### src/sv/mnss_pkg.sv
// ----------------------------------------------------------------------------
// mnss_pkg
// Shared types and constants of the Markov next-state sampler.
// ----------------------------------------------------------------------------
package mnss_pkg;

   // Defaults of the top-level parameters
   localparam int DEFAULT_STATES             = 16;
   localparam int DEFAULT_PROB_FRACTION_BITS = 16;

   // Fixed field widths of the item channels
   localparam int OP_BITS    = 1;
   localparam int ROW_BITS   = 4;
   localparam int PROB_BITS  = 17;
   localparam int ALPHA_BITS = 16;
   localparam int NEXT_BITS  = 4;

   // Operation codes
   localparam logic [OP_BITS-1:0] OP_WRITE  = 1'b0;
   localparam logic [OP_BITS-1:0] OP_SAMPLE = 1'b1;

   // Control sequencer states
   typedef enum logic [1:0] {
      ST_CLEAR,
      ST_IDLE,
      ST_WALK,
      ST_HOLD
   } ctrl_state_type;

   // Walk unit status towards the sequencer
   typedef struct packed {
      logic                 done;
      logic [NEXT_BITS-1:0] next_state;
      logic                 fell_through;
   } walk_status_type;

endpackage

### src/sv/mnss_if.sv
// ----------------------------------------------------------------------------
// mnss_if
// Valid/ready channels of the sampler: request items and response items.
// ----------------------------------------------------------------------------
interface mnss_req_if;
   logic                           valid;
   logic                           ready;
   logic [mnss_pkg::OP_BITS-1:0]    operation;
   logic [mnss_pkg::ROW_BITS-1:0]   row_state;
   logic [mnss_pkg::ROW_BITS-1:0]   column_state;
   logic [mnss_pkg::PROB_BITS-1:0]  probability;
   logic [mnss_pkg::ALPHA_BITS-1:0] alpha;

   modport source (
      output valid, operation, row_state, column_state, probability, alpha,
      input  ready
   );
   modport sink (
      input  valid, operation, row_state, column_state, probability, alpha,
      output ready
   );
endinterface

interface mnss_rsp_if;
   logic                          valid;
   logic                          ready;
   logic [mnss_pkg::NEXT_BITS-1:0] next_state;
   logic                          fell_through;

   modport source (
      output valid, next_state, fell_through,
      input  ready
   );
   modport sink (
      input  valid, next_state, fell_through,
      output ready
   );
endinterface

### src/sv/mnss_table.sv
// ----------------------------------------------------------------------------
// mnss_table
// Transition table memory: one write port, one registered read port, and a
// sweep after reset that loads the identity matrix.
// ----------------------------------------------------------------------------
module mnss_table #(
   parameter int STATES             = mnss_pkg::DEFAULT_STATES,
   parameter int PROB_FRACTION_BITS = mnss_pkg::DEFAULT_PROB_FRACTION_BITS
) (
   input  logic                          clock,
   input  logic                          reset,
   input  logic                          wr_en,
   input  logic [2*$clog2(STATES)-1:0]   wr_addr,
   input  logic [PROB_FRACTION_BITS:0]   wr_data,
   input  logic                          rd_en,
   input  logic [2*$clog2(STATES)-1:0]   rd_addr,
   output logic [PROB_FRACTION_BITS:0]   rd_data,
   output logic                          busy
);

   localparam int COL_BITS  = $clog2(STATES);
   localparam int ADDR_BITS = 2 * COL_BITS;
   localparam int DEPTH     = 1 << ADDR_BITS;
   localparam int ENTRY_BITS = PROB_FRACTION_BITS + 1;

   localparam logic [ENTRY_BITS-1:0] PROB_ONE = {1'b1, {PROB_FRACTION_BITS{1'b0}}};

   // Rows and columns padded to a power of two: address = {row, column}
   logic [ENTRY_BITS-1:0] mem [DEPTH];

   logic                  sweep_ff;
   logic                  sweep_in;
   logic [ADDR_BITS-1:0]  sweep_addr_ff;
   logic [ADDR_BITS-1:0]  sweep_addr_in;
   logic [ENTRY_BITS-1:0] rd_data_ff;

   logic                  mem_we;
   logic [ADDR_BITS-1:0]  mem_addr;
   logic [ENTRY_BITS-1:0] mem_data;

   // Identity sweep: one entry per cycle, diagonal gets one
   always_comb begin
      sweep_in      = sweep_ff;
      sweep_addr_in = sweep_addr_ff;
      if (sweep_ff) begin
         sweep_addr_in = sweep_addr_ff + 1'b1;
         if (sweep_addr_ff == {ADDR_BITS{1'b1}}) begin
            sweep_in = 1'b0;
         end
      end
   end

   always_ff @(posedge clock) begin
      if (reset) begin
         sweep_ff      <= 1'b1;
         sweep_addr_ff <= '0;
      end else begin
         sweep_ff      <= sweep_in;
         sweep_addr_ff <= sweep_addr_in;
      end
   end

   // Write port: sweep has priority (no items are taken while it runs)
   always_comb begin
      if (sweep_ff) begin
         mem_we   = 1'b1;
         mem_addr = sweep_addr_ff;
         mem_data = (sweep_addr_ff[ADDR_BITS-1:COL_BITS] == sweep_addr_ff[COL_BITS-1:0])
                    ? PROB_ONE : '0;
      end else begin
         mem_we   = wr_en;
         mem_addr = wr_addr;
         mem_data = wr_data;
      end
   end

   always_ff @(posedge clock) begin
      if (mem_we) begin
         mem[mem_addr] <= mem_data;
      end
   end

   // Read port, registered
   always_ff @(posedge clock) begin
      if (rd_en) begin
         rd_data_ff <= mem[rd_addr];
      end
   end

   assign rd_data = rd_data_ff;
   assign busy    = sweep_ff;

endmodule

### src/sv/mnss_walk.sv
// ----------------------------------------------------------------------------
// mnss_walk
// Row walk datapath: accumulates the entries of one row as they come out of
// the table and flags the first column whose running sum exceeds alpha.
// ----------------------------------------------------------------------------
module mnss_walk #(
   parameter int STATES             = mnss_pkg::DEFAULT_STATES,
   parameter int PROB_FRACTION_BITS = mnss_pkg::DEFAULT_PROB_FRACTION_BITS
) (
   input  logic                              clock,
   input  logic                              reset,
   input  logic                              start,
   input  logic [mnss_pkg::ALPHA_BITS-1:0]   alpha,
   input  logic                              rd_fire,
   input  logic [$clog2(STATES)-1:0]         rd_col,
   input  logic [PROB_FRACTION_BITS:0]       rd_data,
   output mnss_pkg::walk_status_type         status
);

   localparam int COL_BITS   = $clog2(STATES);
   localparam int ENTRY_BITS = PROB_FRACTION_BITS + 1;
   localparam int SUM_BITS   = ENTRY_BITS + COL_BITS;
   localparam int CMP_BITS   = SUM_BITS + mnss_pkg::ALPHA_BITS;

   localparam logic [COL_BITS-1:0] LAST_COL = COL_BITS'(STATES - 1);

   logic                            vld_ff;
   logic [COL_BITS-1:0]             col_ff;
   logic [SUM_BITS-1:0]             sum_ff;
   logic [SUM_BITS-1:0]             sum_in;
   logic [mnss_pkg::ALPHA_BITS-1:0] alpha_ff;
   logic [CMP_BITS-1:0]             lhs;
   logic [CMP_BITS-1:0]             rhs;
   logic                            hit;
   logic                            last;

   // Track which column the read data belongs to
   always_ff @(posedge clock) begin
      if (reset || start) begin
         vld_ff <= 1'b0;
      end else begin
         vld_ff <= rd_fire;
      end
   end

   always_ff @(posedge clock) begin
      col_ff <= rd_col;
   end

   // Running sum and exact compare: alpha * 2^P < sum * 2^16
   assign sum_in = sum_ff + SUM_BITS'(rd_data);
   assign lhs    = CMP_BITS'(alpha_ff) << PROB_FRACTION_BITS;
   assign rhs    = CMP_BITS'(sum_in) << mnss_pkg::ALPHA_BITS;
   assign hit    = vld_ff && (lhs < rhs);
   assign last   = vld_ff && (col_ff == LAST_COL);

   always_ff @(posedge clock) begin
      if (start) begin
         sum_ff   <= '0;
         alpha_ff <= alpha;
      end else if (vld_ff) begin
         sum_ff   <= sum_in;
      end
   end

   // Status towards the sequencer
   always_comb begin
      status.done         = hit || last;
      status.fell_through = !hit;
      status.next_state   = hit ? mnss_pkg::NEXT_BITS'(col_ff)
                                : mnss_pkg::NEXT_BITS'(STATES - 1);
   end

endmodule

### src/sv/markov_next_state_sampler_core.sv
// ----------------------------------------------------------------------------
// markov_next_state_sampler_core
// Inverse-CDF sampler over a transition table held in one synchronous memory.
// ----------------------------------------------------------------------------
//  channel   dir   handshake      payload
//  req_ch    in    valid / ready  operation, row_state, column_state,
//                                 probability, alpha
//  rsp_ch    out   valid / ready  next_state, fell_through
//
//  A write item leaves the sampler ready for the next item. A sample item
//  reads its row one entry per cycle through the table's single read port;
//  its result is held in a pending register, then in the response register.
//  After reset the table is loaded with the identity matrix, one entry per
//  cycle over 4**clog2(STATES) entries (256 at 16 states); no item is taken
//  meanwhile. A waiting response does not block acceptance of the next
//  item; only the hand-over of a new result waits for the response register.
// ----------------------------------------------------------------------------
module markov_next_state_sampler_core #(
   parameter int STATES             = mnss_pkg::DEFAULT_STATES,
   parameter int PROB_FRACTION_BITS = mnss_pkg::DEFAULT_PROB_FRACTION_BITS
) (
   input  logic              clock,
   input  logic              reset,
   mnss_req_if.sink          req_ch,
   mnss_rsp_if.source        rsp_ch
);

   localparam int COL_BITS   = $clog2(STATES);
   localparam int ADDR_BITS  = 2 * COL_BITS;
   localparam int ENTRY_BITS = PROB_FRACTION_BITS + 1;
   localparam int SAT_BITS   = (ENTRY_BITS > mnss_pkg::PROB_BITS)
                               ? ENTRY_BITS : mnss_pkg::PROB_BITS;

   localparam logic [ENTRY_BITS-1:0] PROB_ONE = {1'b1, {PROB_FRACTION_BITS{1'b0}}};
   localparam logic [COL_BITS-1:0]   LAST_COL = COL_BITS'(STATES - 1);

   mnss_pkg::ctrl_state_type state_ff;
   mnss_pkg::ctrl_state_type state_in;

   logic                             accept;
   logic                             is_sample;
   logic                             row_ok;
   logic                             col_ok;
   logic                             start;
   logic                             rd_fire;
   logic                             out_free;
   logic                             tbl_busy;
   logic [ENTRY_BITS-1:0]            wr_data;
   logic [ENTRY_BITS-1:0]            rd_data;
   mnss_pkg::walk_status_type        walk_status;

   logic [COL_BITS-1:0]              row_ff;
   logic [COL_BITS-1:0]              issue_col_ff;
   logic                             issue_done_ff;
   logic [mnss_pkg::NEXT_BITS-1:0]   pend_next_ff;
   logic                             pend_fell_ff;
   logic                             rsp_valid_ff;
   logic [mnss_pkg::NEXT_BITS-1:0]   rsp_next_ff;
   logic                             rsp_fell_ff;

   // Request decode
   assign accept    = req_ch.valid && req_ch.ready;
   assign is_sample = (req_ch.operation == mnss_pkg::OP_SAMPLE);
   assign row_ok    = (32'(req_ch.row_state) < STATES);
   assign col_ok    = (32'(req_ch.column_state) < STATES);
   assign out_free  = !rsp_valid_ff || rsp_ch.ready;

   // Saturate written probabilities to one
   assign wr_data = (SAT_BITS'(req_ch.probability) > SAT_BITS'(PROB_ONE))
                    ? PROB_ONE : ENTRY_BITS'(req_ch.probability);

   // Sequencer: next state
   always_comb begin
      state_in = state_ff;
      unique case (state_ff)
         mnss_pkg::ST_CLEAR: begin
            if (!tbl_busy) state_in = mnss_pkg::ST_IDLE;
         end
         mnss_pkg::ST_IDLE: begin
            if (accept && is_sample) begin
               state_in = row_ok ? mnss_pkg::ST_WALK : mnss_pkg::ST_HOLD;
            end
         end
         mnss_pkg::ST_WALK: begin
            if (walk_status.done) state_in = mnss_pkg::ST_HOLD;
         end
         mnss_pkg::ST_HOLD: begin
            if (out_free) state_in = mnss_pkg::ST_IDLE;
         end
         default: state_in = mnss_pkg::ST_CLEAR;
      endcase
   end

   always_ff @(posedge clock) begin
      if (reset) begin
         state_ff <= mnss_pkg::ST_CLEAR;
      end else begin
         state_ff <= state_in;
      end
   end

   // Sequencer: outputs
   always_comb begin
      req_ch.ready = 1'b0;
      start        = 1'b0;
      rd_fire      = 1'b0;
      unique case (state_ff)
         mnss_pkg::ST_IDLE: begin
            req_ch.ready = 1'b1;
            start        = accept && is_sample && row_ok;
         end
         mnss_pkg::ST_WALK: begin
            rd_fire = !issue_done_ff;
         end
         mnss_pkg::ST_CLEAR, mnss_pkg::ST_HOLD: begin
            req_ch.ready = 1'b0;
         end
         default: begin
            req_ch.ready = 1'b0;
         end
      endcase
   end

   // Row read issue: one column per cycle until the last
   always_ff @(posedge clock) begin
      if (start) begin
         row_ff <= COL_BITS'(req_ch.row_state);
      end
   end

   always_ff @(posedge clock) begin
      if (reset) begin
         issue_col_ff  <= '0;
         issue_done_ff <= 1'b0;
      end else if (start) begin
         issue_col_ff  <= '0;
         issue_done_ff <= 1'b0;
      end else if (rd_fire) begin
         issue_col_ff  <= issue_col_ff + 1'b1;
         issue_done_ff <= (issue_col_ff == LAST_COL);
      end
   end

   // Pending result, waiting for the response register
   always_ff @(posedge clock) begin
      if (state_ff == mnss_pkg::ST_IDLE && accept && is_sample && !row_ok) begin
         pend_next_ff <= mnss_pkg::NEXT_BITS'(STATES - 1);
         pend_fell_ff <= 1'b1;
      end else if (state_ff == mnss_pkg::ST_WALK && walk_status.done) begin
         pend_next_ff <= walk_status.next_state;
         pend_fell_ff <= walk_status.fell_through;
      end
   end

   // Response register
   always_ff @(posedge clock) begin
      if (reset) begin
         rsp_valid_ff <= 1'b0;
      end else if (state_ff == mnss_pkg::ST_HOLD && out_free) begin
         rsp_valid_ff <= 1'b1;
      end else if (rsp_ch.ready) begin
         rsp_valid_ff <= 1'b0;
      end
   end

   always_ff @(posedge clock) begin
      if (state_ff == mnss_pkg::ST_HOLD && out_free) begin
         rsp_next_ff <= pend_next_ff;
         rsp_fell_ff <= pend_fell_ff;
      end
   end

   assign rsp_ch.valid        = rsp_valid_ff;
   assign rsp_ch.next_state   = rsp_next_ff;
   assign rsp_ch.fell_through = rsp_fell_ff;

   // Transition table
   mnss_table #(
      .STATES             (STATES),
      .PROB_FRACTION_BITS (PROB_FRACTION_BITS)
   ) u_table (
      .clock   (clock),
      .reset   (reset),
      .wr_en   (accept && !is_sample && row_ok && col_ok),
      .wr_addr ({COL_BITS'(req_ch.row_state), COL_BITS'(req_ch.column_state)}),
      .wr_data (wr_data),
      .rd_en   (rd_fire),
      .rd_addr ({row_ff, issue_col_ff}),
      .rd_data (rd_data),
      .busy    (tbl_busy)
   );

   // Row walk
   mnss_walk #(
      .STATES             (STATES),
      .PROB_FRACTION_BITS (PROB_FRACTION_BITS)
   ) u_walk (
      .clock   (clock),
      .reset   (reset),
      .start   (start),
      .alpha   (req_ch.alpha),
      .rd_fire (rd_fire),
      .rd_col  (issue_col_ff),
      .rd_data (rd_data),
      .status  (walk_status)
   );

endmodule
### src/flat_wrapper.sv
// flat-port wrapper written by rule: the top's interface ports become plain ports
module markov_next_state_sampler_core_flat 
#(
   parameter int STATES             = mnss_pkg::DEFAULT_STATES,
   parameter int PROB_FRACTION_BITS = mnss_pkg::DEFAULT_PROB_FRACTION_BITS
)
  (clock, reset, req_ch_valid, req_ch_operation, req_ch_row_state, req_ch_column_state, req_ch_probability, req_ch_alpha, req_ch_ready, rsp_ch_valid, rsp_ch_next_state, rsp_ch_fell_through, rsp_ch_ready);
  mnss_req_if req_ch_i ();
  mnss_rsp_if rsp_ch_i ();
  input  logic clock;
  input  logic reset;
  input wire logic [$bits(req_ch_i.valid)-1:0] req_ch_valid;
  input wire logic [$bits(req_ch_i.operation)-1:0] req_ch_operation;
  input wire logic [$bits(req_ch_i.row_state)-1:0] req_ch_row_state;
  input wire logic [$bits(req_ch_i.column_state)-1:0] req_ch_column_state;
  input wire logic [$bits(req_ch_i.probability)-1:0] req_ch_probability;
  input wire logic [$bits(req_ch_i.alpha)-1:0] req_ch_alpha;
  output wire logic [$bits(req_ch_i.ready)-1:0] req_ch_ready;
  output wire logic [$bits(rsp_ch_i.valid)-1:0] rsp_ch_valid;
  output wire logic [$bits(rsp_ch_i.next_state)-1:0] rsp_ch_next_state;
  output wire logic [$bits(rsp_ch_i.fell_through)-1:0] rsp_ch_fell_through;
  input wire logic [$bits(rsp_ch_i.ready)-1:0] rsp_ch_ready;
  assign req_ch_i.valid = req_ch_valid;
  assign req_ch_i.operation = req_ch_operation;
  assign req_ch_i.row_state = req_ch_row_state;
  assign req_ch_i.column_state = req_ch_column_state;
  assign req_ch_i.probability = req_ch_probability;
  assign req_ch_i.alpha = req_ch_alpha;
  assign req_ch_ready = req_ch_i.ready;
  assign rsp_ch_valid = rsp_ch_i.valid;
  assign rsp_ch_next_state = rsp_ch_i.next_state;
  assign rsp_ch_fell_through = rsp_ch_i.fell_through;
  assign rsp_ch_i.ready = rsp_ch_ready;
  markov_next_state_sampler_core #(.STATES(STATES), .PROB_FRACTION_BITS(PROB_FRACTION_BITS)) u_core (.clock(clock), .reset(reset), .req_ch(req_ch_i), .rsp_ch(rsp_ch_i));
endmodule
### config.mk
export PLATFORM = sky130hd
export DESIGN_NAME = markov_next_state_sampler_core_flat
export DESIGN_NICKNAME = d
export VERILOG_FILES = /design/src/sv/mnss_pkg.sv /design/src/sv/mnss_if.sv /design/src/sv/mnss_table.sv /design/src/sv/mnss_walk.sv /design/src/sv/markov_next_state_sampler_core.sv /design/src/flat_wrapper.sv
export SDC_FILE = /design/constraint.sdc
export NUM_CORES = 2
export LEC_CHECK = 0
export ABC_AREA = 0
export BUFFER_PORTS_ARGS = -buffer_cell sky130_fd_sc_hd__buf_2
export CAP_MARGIN = 20
export CORE_MARGIN = 5
export CORE_UTILIZATION = 58
export CTS_CLUSTER_SIZE = 12
export DETAILED_ROUTE_END_ITERATION = 8
export PLACE_DENSITY = 0.72
export SLEW_MARGIN = 20
export SYNTH_ARGS = -nofsm -noshare
export SYNTH_HDL_FRONTEND = slang
export SYNTH_MEMORY_MAX_BITS = 65536
export SYNTH_SLANG_ARGS = --single-unit
### constraint.sdc
create_clock -name clock -period 12.6 [get_ports clock]
set_input_delay 2.52 -clock clock [delete_from_list [all_inputs] [get_ports clock]]
set_output_delay 2.52 -clock clock [all_outputs]
set_load 0.01 [all_outputs]
# Word-level counts from Yosys, hierarchy flattened
# Memories as Yosys holds them, arrays and structs flattened. A register that Yosys moved wholly into a read port is not among the register bits.
# Index checks and enable logic that the tools add are counted.
[classes]
reduce_logical = 18
n_eq_ne = 11
add_sub_neg = 3
muxes = 19
order_cmp = 2
[op_table]
columns = ["operator", "count"]
rows = [
  ["$mux 17", 3],
  ["$lt 32x37->1", 1],
  ["$add 21x17->21", 1],
  ["$gt 17x17->1 const B", 1],
  ["$mux 1", 10],
  ["$add 8x1->8 const B", 1],
  ["$eq 4x4->1 const B", 2],
  ["$eq 8x8->1 const B", 1],
  ["$mux 2", 4],
  ["$mux 8", 1],
  ["$pmux 2 s4", 1],
  ["$logic_and 1x1->1", 7],
  ["$ne 2x1->1 const B", 3],
  ["$add 4x1->4 const B", 1],
  ["$eq 2x2->1 const B", 2],
  ["$eq 4x4->1", 1],
  ["$logic_not 1->1", 4],
  ["$reduce_and 4->1", 1],
  ["$logic_or 1x1->1", 3],
  ["$eq 2x1->1 const B", 1],
  ["$logic_not 2->1", 1],
  ["$ne 2x2->1 const B", 1],
  ["$reduce_bool 2->1", 1],
  ["$reduce_or 2->1", 1],
]
[totals]
mem_count = 1
ff_bits = 73
ramBits = 4352
elab_cells = 69
input_bits = 46
[memory_table]
columns = ["memory", "depth", "width", "rd", "rd_ports_with_merged_regs", "write_ports", "line_no", "text"]
rows = [
  ["u_core.u_table.mem", 256, 17, 1, 1, 1, "mnss_table.sv:29", "logic [ENTRY_BITS-1:0] mem [DEPTH];"],
]

# Longest topological paths before layout
[logic_depth]
depth_word = 7
mapped_depth = 18

# Hierarchy
# From an unflattened synthesis, not the netlist that was laid out.
[hier_totals]
hier_cells = 8331
hier_area_um2 = 173044.7
[modules_own_cells]
columns = ["mod", "n_inst", "cells_per_inst", "area_per_inst_um2"]
rows = [
  ["mnss_table", 1, 7947, 169181.0],
  ["mnss_walk", 1, 296, 2781.4],
  ["markov_next_state_sampler_core", 1, 88, 1082.3],
]

# Worst setup path after synthesis
# OpenSTA, ideal clock, no wires.
[synth_path]
path_kind = "input-to-reg"
startpoint = "input req_ch_probability[3]"
endpoint = "memory u_core.u_table.mem[0][10] (netlist bit) (data pin)"
stages = 5
n_path_buf = 1
t_required_ns = 11.730
t_arrival_ns = 6.693
slack_ns = 5.037
setup_ns = 0.870
cell_sequence = "nor4_1 -> nand4_1 -> a21oi_1 -> clkbuf_1 -> and2_1"
[synth_via]
elab_chain_len = 3
[synth_rtl]
columns = ["item", "line_no", "text"]
rows = [
  ["start, declared", "flat_wrapper.sv:16", "input wire logic [$bits(req_ch_i.probability)-1:0] req_ch_probability;"],
  ["$gt 17x17->1", "markov_next_state_sampler_core.sv:69", "assign wr_data = (SAT_BITS'(req_ch.probability) > SAT_BITS'(PROB_ONE))"],
  ["$mux 17", "markov_next_state_sampler_core.sv:70", "? PROB_ONE : ENTRY_BITS'(req_ch.probability);"],
  ["$mux 17", "mnss_table.sv:65", "if (sweep_ff) begin"],
  ["via u_core.u_table.mem_data[10]", "mnss_table.sv:39", "logic [ENTRY_BITS-1:0] mem_data;"],
  ["end, declared", "mnss_table.sv:29", ""],
]
# The timed path passes the listed nets, and every way through them passes these cells.

# Final worst setup path
[layout_path]
startpoint = "input req_ch_valid"
endpoint = "memory u_core.u_table.mem[162][11] (netlist bit), enable pin"
[layout_via]
elab_chain_len = 5
[layout_rtl]
columns = ["item", "line_no", "text"]
rows = [
  ["start, declared", "flat_wrapper.sv:12", "input wire logic [$bits(req_ch_i.valid)-1:0] req_ch_valid;"],
  ["$logic_and 1x1->1", "markov_next_state_sampler_core.sv:62", "assign accept = req_ch.valid && req_ch.ready;"],
  ["$logic_and 1x1->1", "markov_next_state_sampler_core.sv:184", ".wr_en (accept && !is_sample && row_ok && col_ok),"],
  ["$mux 1", "mnss_table.sv:65", ""],
  ["$mux 1", "mnss_table.sv:78", "if (mem_we) begin"],
  ["$mux 1 (implied by the code)", "mnss_table.sv:79", "mem[mem_addr] <= mem_data;"],
]
# Every way passes these cells.

==> results.txt <==
- The die covers 0.306 mm2.
* TritonCTS clock tree: yes
* Tcrit/Tclk final: 45.1%
- Global routing used 27.1% of the available tracks across all layers.
* Status: completed
- Number of buffers inserted to repair setup after CTS: 0
* Endpoint kind of the worst setup timing path: register
- TritonRoute pass-1 iters: 7
- Largest area contributor in the synthesized netlist: sky130_fd_sc_hd__edfxtp_1
* Final critical delay including setup and external delays: 5.68 ns
* Weighted congestion at the end of routability-driven global placement: 0.864
- After synthesis, the share of flip-flops with an asynchronous set or reset is 0%.
- The worst setup path is of the in -> reg kind.
* Tightest Hold Check Type: reg -> reg
- Nets in the synthesized netlist: 7102
- Cts-stage hold buffer count: 0
* Buffers from clock root to sink, at most: 4
* Mean area per synthesized cell: 24.4 um2
- By instance count, the leading cell after synthesis is sky130_fd_sc_hd__edfxtp_1.
* Cell leakage power: 62.4 nW
* Dominant cells by area after synthesis: sky130_fd_sc_hd__edfxtp_1 77%, sky130_fd_sc_hd__mux4_2 19%, sky130_fd_sc_hd__nor2_1 0.69%
* Compound-cell area share of the yosys netlist: 0.594%
* Boundary pin count: 53
- After floorplanning, the core was divided into 199 placement rows.
- For this run, the register share of the synthesized area comes to 77.8%.
- Measured along the x axis, the die boundary spans 553 um.
- In the routed design, unresolved DRC markers number 0.
- The number of global-route vias before repair came to 78200.
- Number of cells produced by synthesis: 7016
* Maximum level of the CTS H-tree: 5
* Post-synthesis xor/xnor area fraction: 0.159%
- The max-slew violation total from the final report came to 0.
- Along the worst path, the maximum fanout reaches 17.
- Library cell contributing the largest single delay on the critical path: sky130_fd_sc_hd__nor2_2
* Reg-to-Reg End: u_core.u_table.rd_data[4]
- Timing would allow up to 176 MHz.
* Total clock sinks: 4442
- Entering global routing, the biggest net connects 206 pins.
- Post-synthesis adder-cell area fraction: 0.297%
- Endpoint of the worst hold path: u_core.rsp_ch.next_state[3]
* CTS Buf Count: 436
- Warnings, synthesis: 0
- Max VDD drop: 0.145 mV
- Floorplan Core Area: 0.294 mm2
- Summed over all failing endpoints, the final setup total negative slack is 0 ns.
- Along the worst hold path, the cell count comes to 0.
* Beginning of the worst register-to-register path: u_core.issue_col_ff[1]
- Initial Util: 58.2%
- Slew @ Worst Pin: 1.22 ns
- Combinational family with the most area after synthesis: multiplexers
* DRT iter0 DRCs: 11600
- The mapped netlist covers 0.171 mm2.
* CP Data Arrival Time: 6.24 ns
- Initial antenna violation count: 31
* Normalized max-slew margin: 18.1%
* Mux cell area share after synthesis: 18.9%
* Congestion Overflow GR: 0
* Sequence of cells on the critical path: buf_2, nand2_1, nor4b_2, a21oi_1, nor2_1, nand2_2, buf_4, nor2_2
- For this design the ratio of total power to cell area is 151 mW/mm2.
- Once detail routing completed, the nets flagged for antenna violations numbered 0.
- Final setup violation count: 0
* Count of state elements after synthesis: 4442
* Hold slack: 0.418 ns
- Gates resized, CTS repair: 0
* Cell at the root of the clock tree: sky130_fd_sc_hd__clkbuf_16
- The synthesized design contains 4399 enable-type register cells.
- In the final design database the tool counted 7407 nets.
- For the worst-skew pair, the clock arrives at the later sink with an insertion delay of 0.98 ns.
* Clock Skews: 0.0510 ns
- MaxCap Viol Count: 0
* Die Height: 553 um
- Stage delay of the slowest cell on the critical path: 0.87 ns
* Minimum setup slack among reg-to-reg paths: 7.31 ns
- Most instantiated cells after synthesis: 4399 x sky130_fd_sc_hd__edfxtp_1, 1420 x sky130_fd_sc_hd__mux4_2, 313 x sky130_fd_sc_hd__nor2_1
* Share of the synthesized area in the top cell type: 77.3%
* Wire length of the first global-routing pass: 592000 um
* Final wirelength: 413000 um
* Sum of net half-perimeters after detailed placement: 240000 um
* Share of cells above drive strength 1: 32.1%
- During placement, the flow inserted port buffers numbering 52.
- Distinct cell type count of the synthesized netlist: 60
- Worst reg-to-reg path cell count: 9
* Setup repair after global routing missed its margin: false
- The routed layout has 79000 vias.
* Startpoint types: input port
* Post-synth top flop: sky130_fd_sc_hd__edfxtp_1
* Worst endpoint required time: 13.16 ns
- Fraction of the mapped netlist area in simple logic gates: 1.27%
- Dividing the detail-routed wire length by the instance count gives 36.0 um.
- Count of endpoints failing hold in the final timing report: 0
- Using the TritonRoute via totals, the vias-per-cell ratio works out to 6.87.
- Signed area change from the synthesized netlist to the final layout: 11.0%
- Clock-pin slew was measured on the worst setup and hold paths at 0.06 ns.
- Worst min-delay path startpoint: u_core.pend_next_ff[3]
-- registers in the layout, summed over array words and instances (netlist names), 2 cells and up --
register,flops
u_core.u_table.rd_data,17
u_core.u_table.sweep_addr_ff,8
u_core.state_ff,2
u_core.u_walk.sum_ff,21
u_core.u_walk.alpha_ff,16
u_core.u_walk.col_ff,4
u_core.issue_col_ff,4
u_core.u_table.mem,4352
u_core.rsp_ch.next_state,4
u_core.row_ff,4
u_core.pend_next_ff,4
-- metrics by stage --
step | instance area, um2 | worst slack [ns] | cells | power [mW] | utilization, %
3_3_place_gp | 177000 | 6.04 | 10800 | 17.2 | 60.2
4_1_cts | 189000 | 6.92 | 11500 | 28.8 | 64.5
3_5_place_dp | 177000 | 5.91 | 10800 | 17.2 | 60.2
5_1_grt | 190000 | 6.85 | 11500 | 29.5 | 64.6
2_1_floorplan | 171000 | 5.04 | 7016 | 16.9 | -
6_report | 190000 | 6.92 | 11500 | 28.7 | 64.6
-- per-layer routing --
metal / GRT usage, % / vias to the layer above / part of all wire, %
li1: - / 30800 / -
met3: 5.69 / 643 / 11
met1: 40.5 / 42500 / 38
met5: 0 / - / 0.0099
met4: 8.48 / 6 / 3.5
met2: 41.1 / 5087 / 47
-- logic make-up (layout without fill, tap and decap cells) --
group,after synthesis,after routing
compound gates,151,151
xor+xnor,31,31
fa+ha+maj,40,40
buf+inv,401,957
flops,4442,4442
mux,1445,1445
other cells,0,7
simple gates,506,506
-- worst max path at each step --
stage | from | end | slack, ns | cells after the start
6_report | req_ch_valid | u_core.u_table.mem[162][11] | 6.92 | 8
3_5_place_dp | req_ch_valid | u_core.u_table.mem[242][10] | 5.91 | 8
4_1_cts | req_ch_valid | u_core.u_table.mem[242][4] | 6.92 | 8
2_1_floorplan | req_ch_probability[3] | u_core.u_table.mem[0][10] | 5.04 | 5
3_3_place_gp | req_ch_row_state[0] | u_core.u_table.mem[201][6] | 6.04 | 5
5_1_grt | req_ch_valid | u_core.u_table.mem[178][3] | 6.85 | 8
-- worst max-delay path, delay by kind of cell --
family	cells	cell delay (ns)
and+or+nand+nor	5	2.93
buffers and inverters	2	0.62
AOI/OAI and AO/OA	1	0.13
-- area by class of cell --
cell class / count / area (um2)
timing repair buffer: 249 / 2080
inverter: 19 / 72.6
tap: 3919 / 4900
sequential: 4442 / 133000
antenna: 7 / 17.5
fill: 18100 / 104000
clock inverter: 112 / 1010
clock buffer: 577 / 11500
multi-input combinational: 2173 / 37100
-- cell usage in the layout (no fill, tap or decap), types with 8 or more instances in the layout --
| cell type | n |
|---|---|
| sky130_fd_sc_hd__clkinv_16 | 11 |
| sky130_fd_sc_hd__ha_1 | 39 |
| sky130_fd_sc_hd__nand2_2 | 14 |
| sky130_fd_sc_hd__nor3_1 | 8 |
| sky130_fd_sc_hd__a22oi_1 | 10 |
| sky130_fd_sc_hd__mux4_2 | 1420 |
| sky130_fd_sc_hd__o22ai_1 | 23 |
| sky130_fd_sc_hd__nor2_4 | 37 |
| sky130_fd_sc_hd__dfxtp_1 | 39 |
| sky130_fd_sc_hd__nand3_1 | 15 |
| sky130_fd_sc_hd__clkinv_2 | 19 |
| sky130_fd_sc_hd__o21ai_0 | 20 |
| sky130_fd_sc_hd__nor2b_1 | 15 |
| sky130_fd_sc_hd__clkbuf_1 | 135 |
| sky130_fd_sc_hd__clkbuf_16 | 438 |
| sky130_fd_sc_hd__nand2b_1 | 16 |
| sky130_fd_sc_hd__clkinv_1 | 60 |
| sky130_fd_sc_hd__nand4_1 | 9 |
| sky130_fd_sc_hd__edfxtp_1 | 4399 |
| sky130_fd_sc_hd__mux2i_1 | 16 |
| sky130_fd_sc_hd__a21oi_1 | 29 |
| sky130_fd_sc_hd__a21o_1 | 11 |
| sky130_fd_sc_hd__nor2_1 | 118 |
| sky130_fd_sc_hd__mux2_2 | 8 |
| sky130_fd_sc_hd__nand2_1 | 62 |
| sky130_fd_sc_hd__buf_12 | 21 |
| sky130_fd_sc_hd__a211oi_1 | 11 |
| sky130_fd_sc_hd__inv_1 | 17 |
| sky130_fd_sc_hd__xnor2_1 | 14 |
| sky130_fd_sc_hd__buf_4 | 169 |
| sky130_fd_sc_hd__nor2_2 | 158 |
| sky130_fd_sc_hd__xor2_1 | 17 |
| sky130_fd_sc_hd__and2_4 | 16 |
| sky130_fd_sc_hd__buf_2 | 52 |
| sky130_fd_sc_hd__o21a_1 | 11 |
-- where the power goes --
part	internal [mW]	switching, mW
Sequential	16.1	0.0366
Clock	6.44	5.31
Combinational	0.285	0.488
Total	22.8	5.83
(Power assumes the default switching activity.)
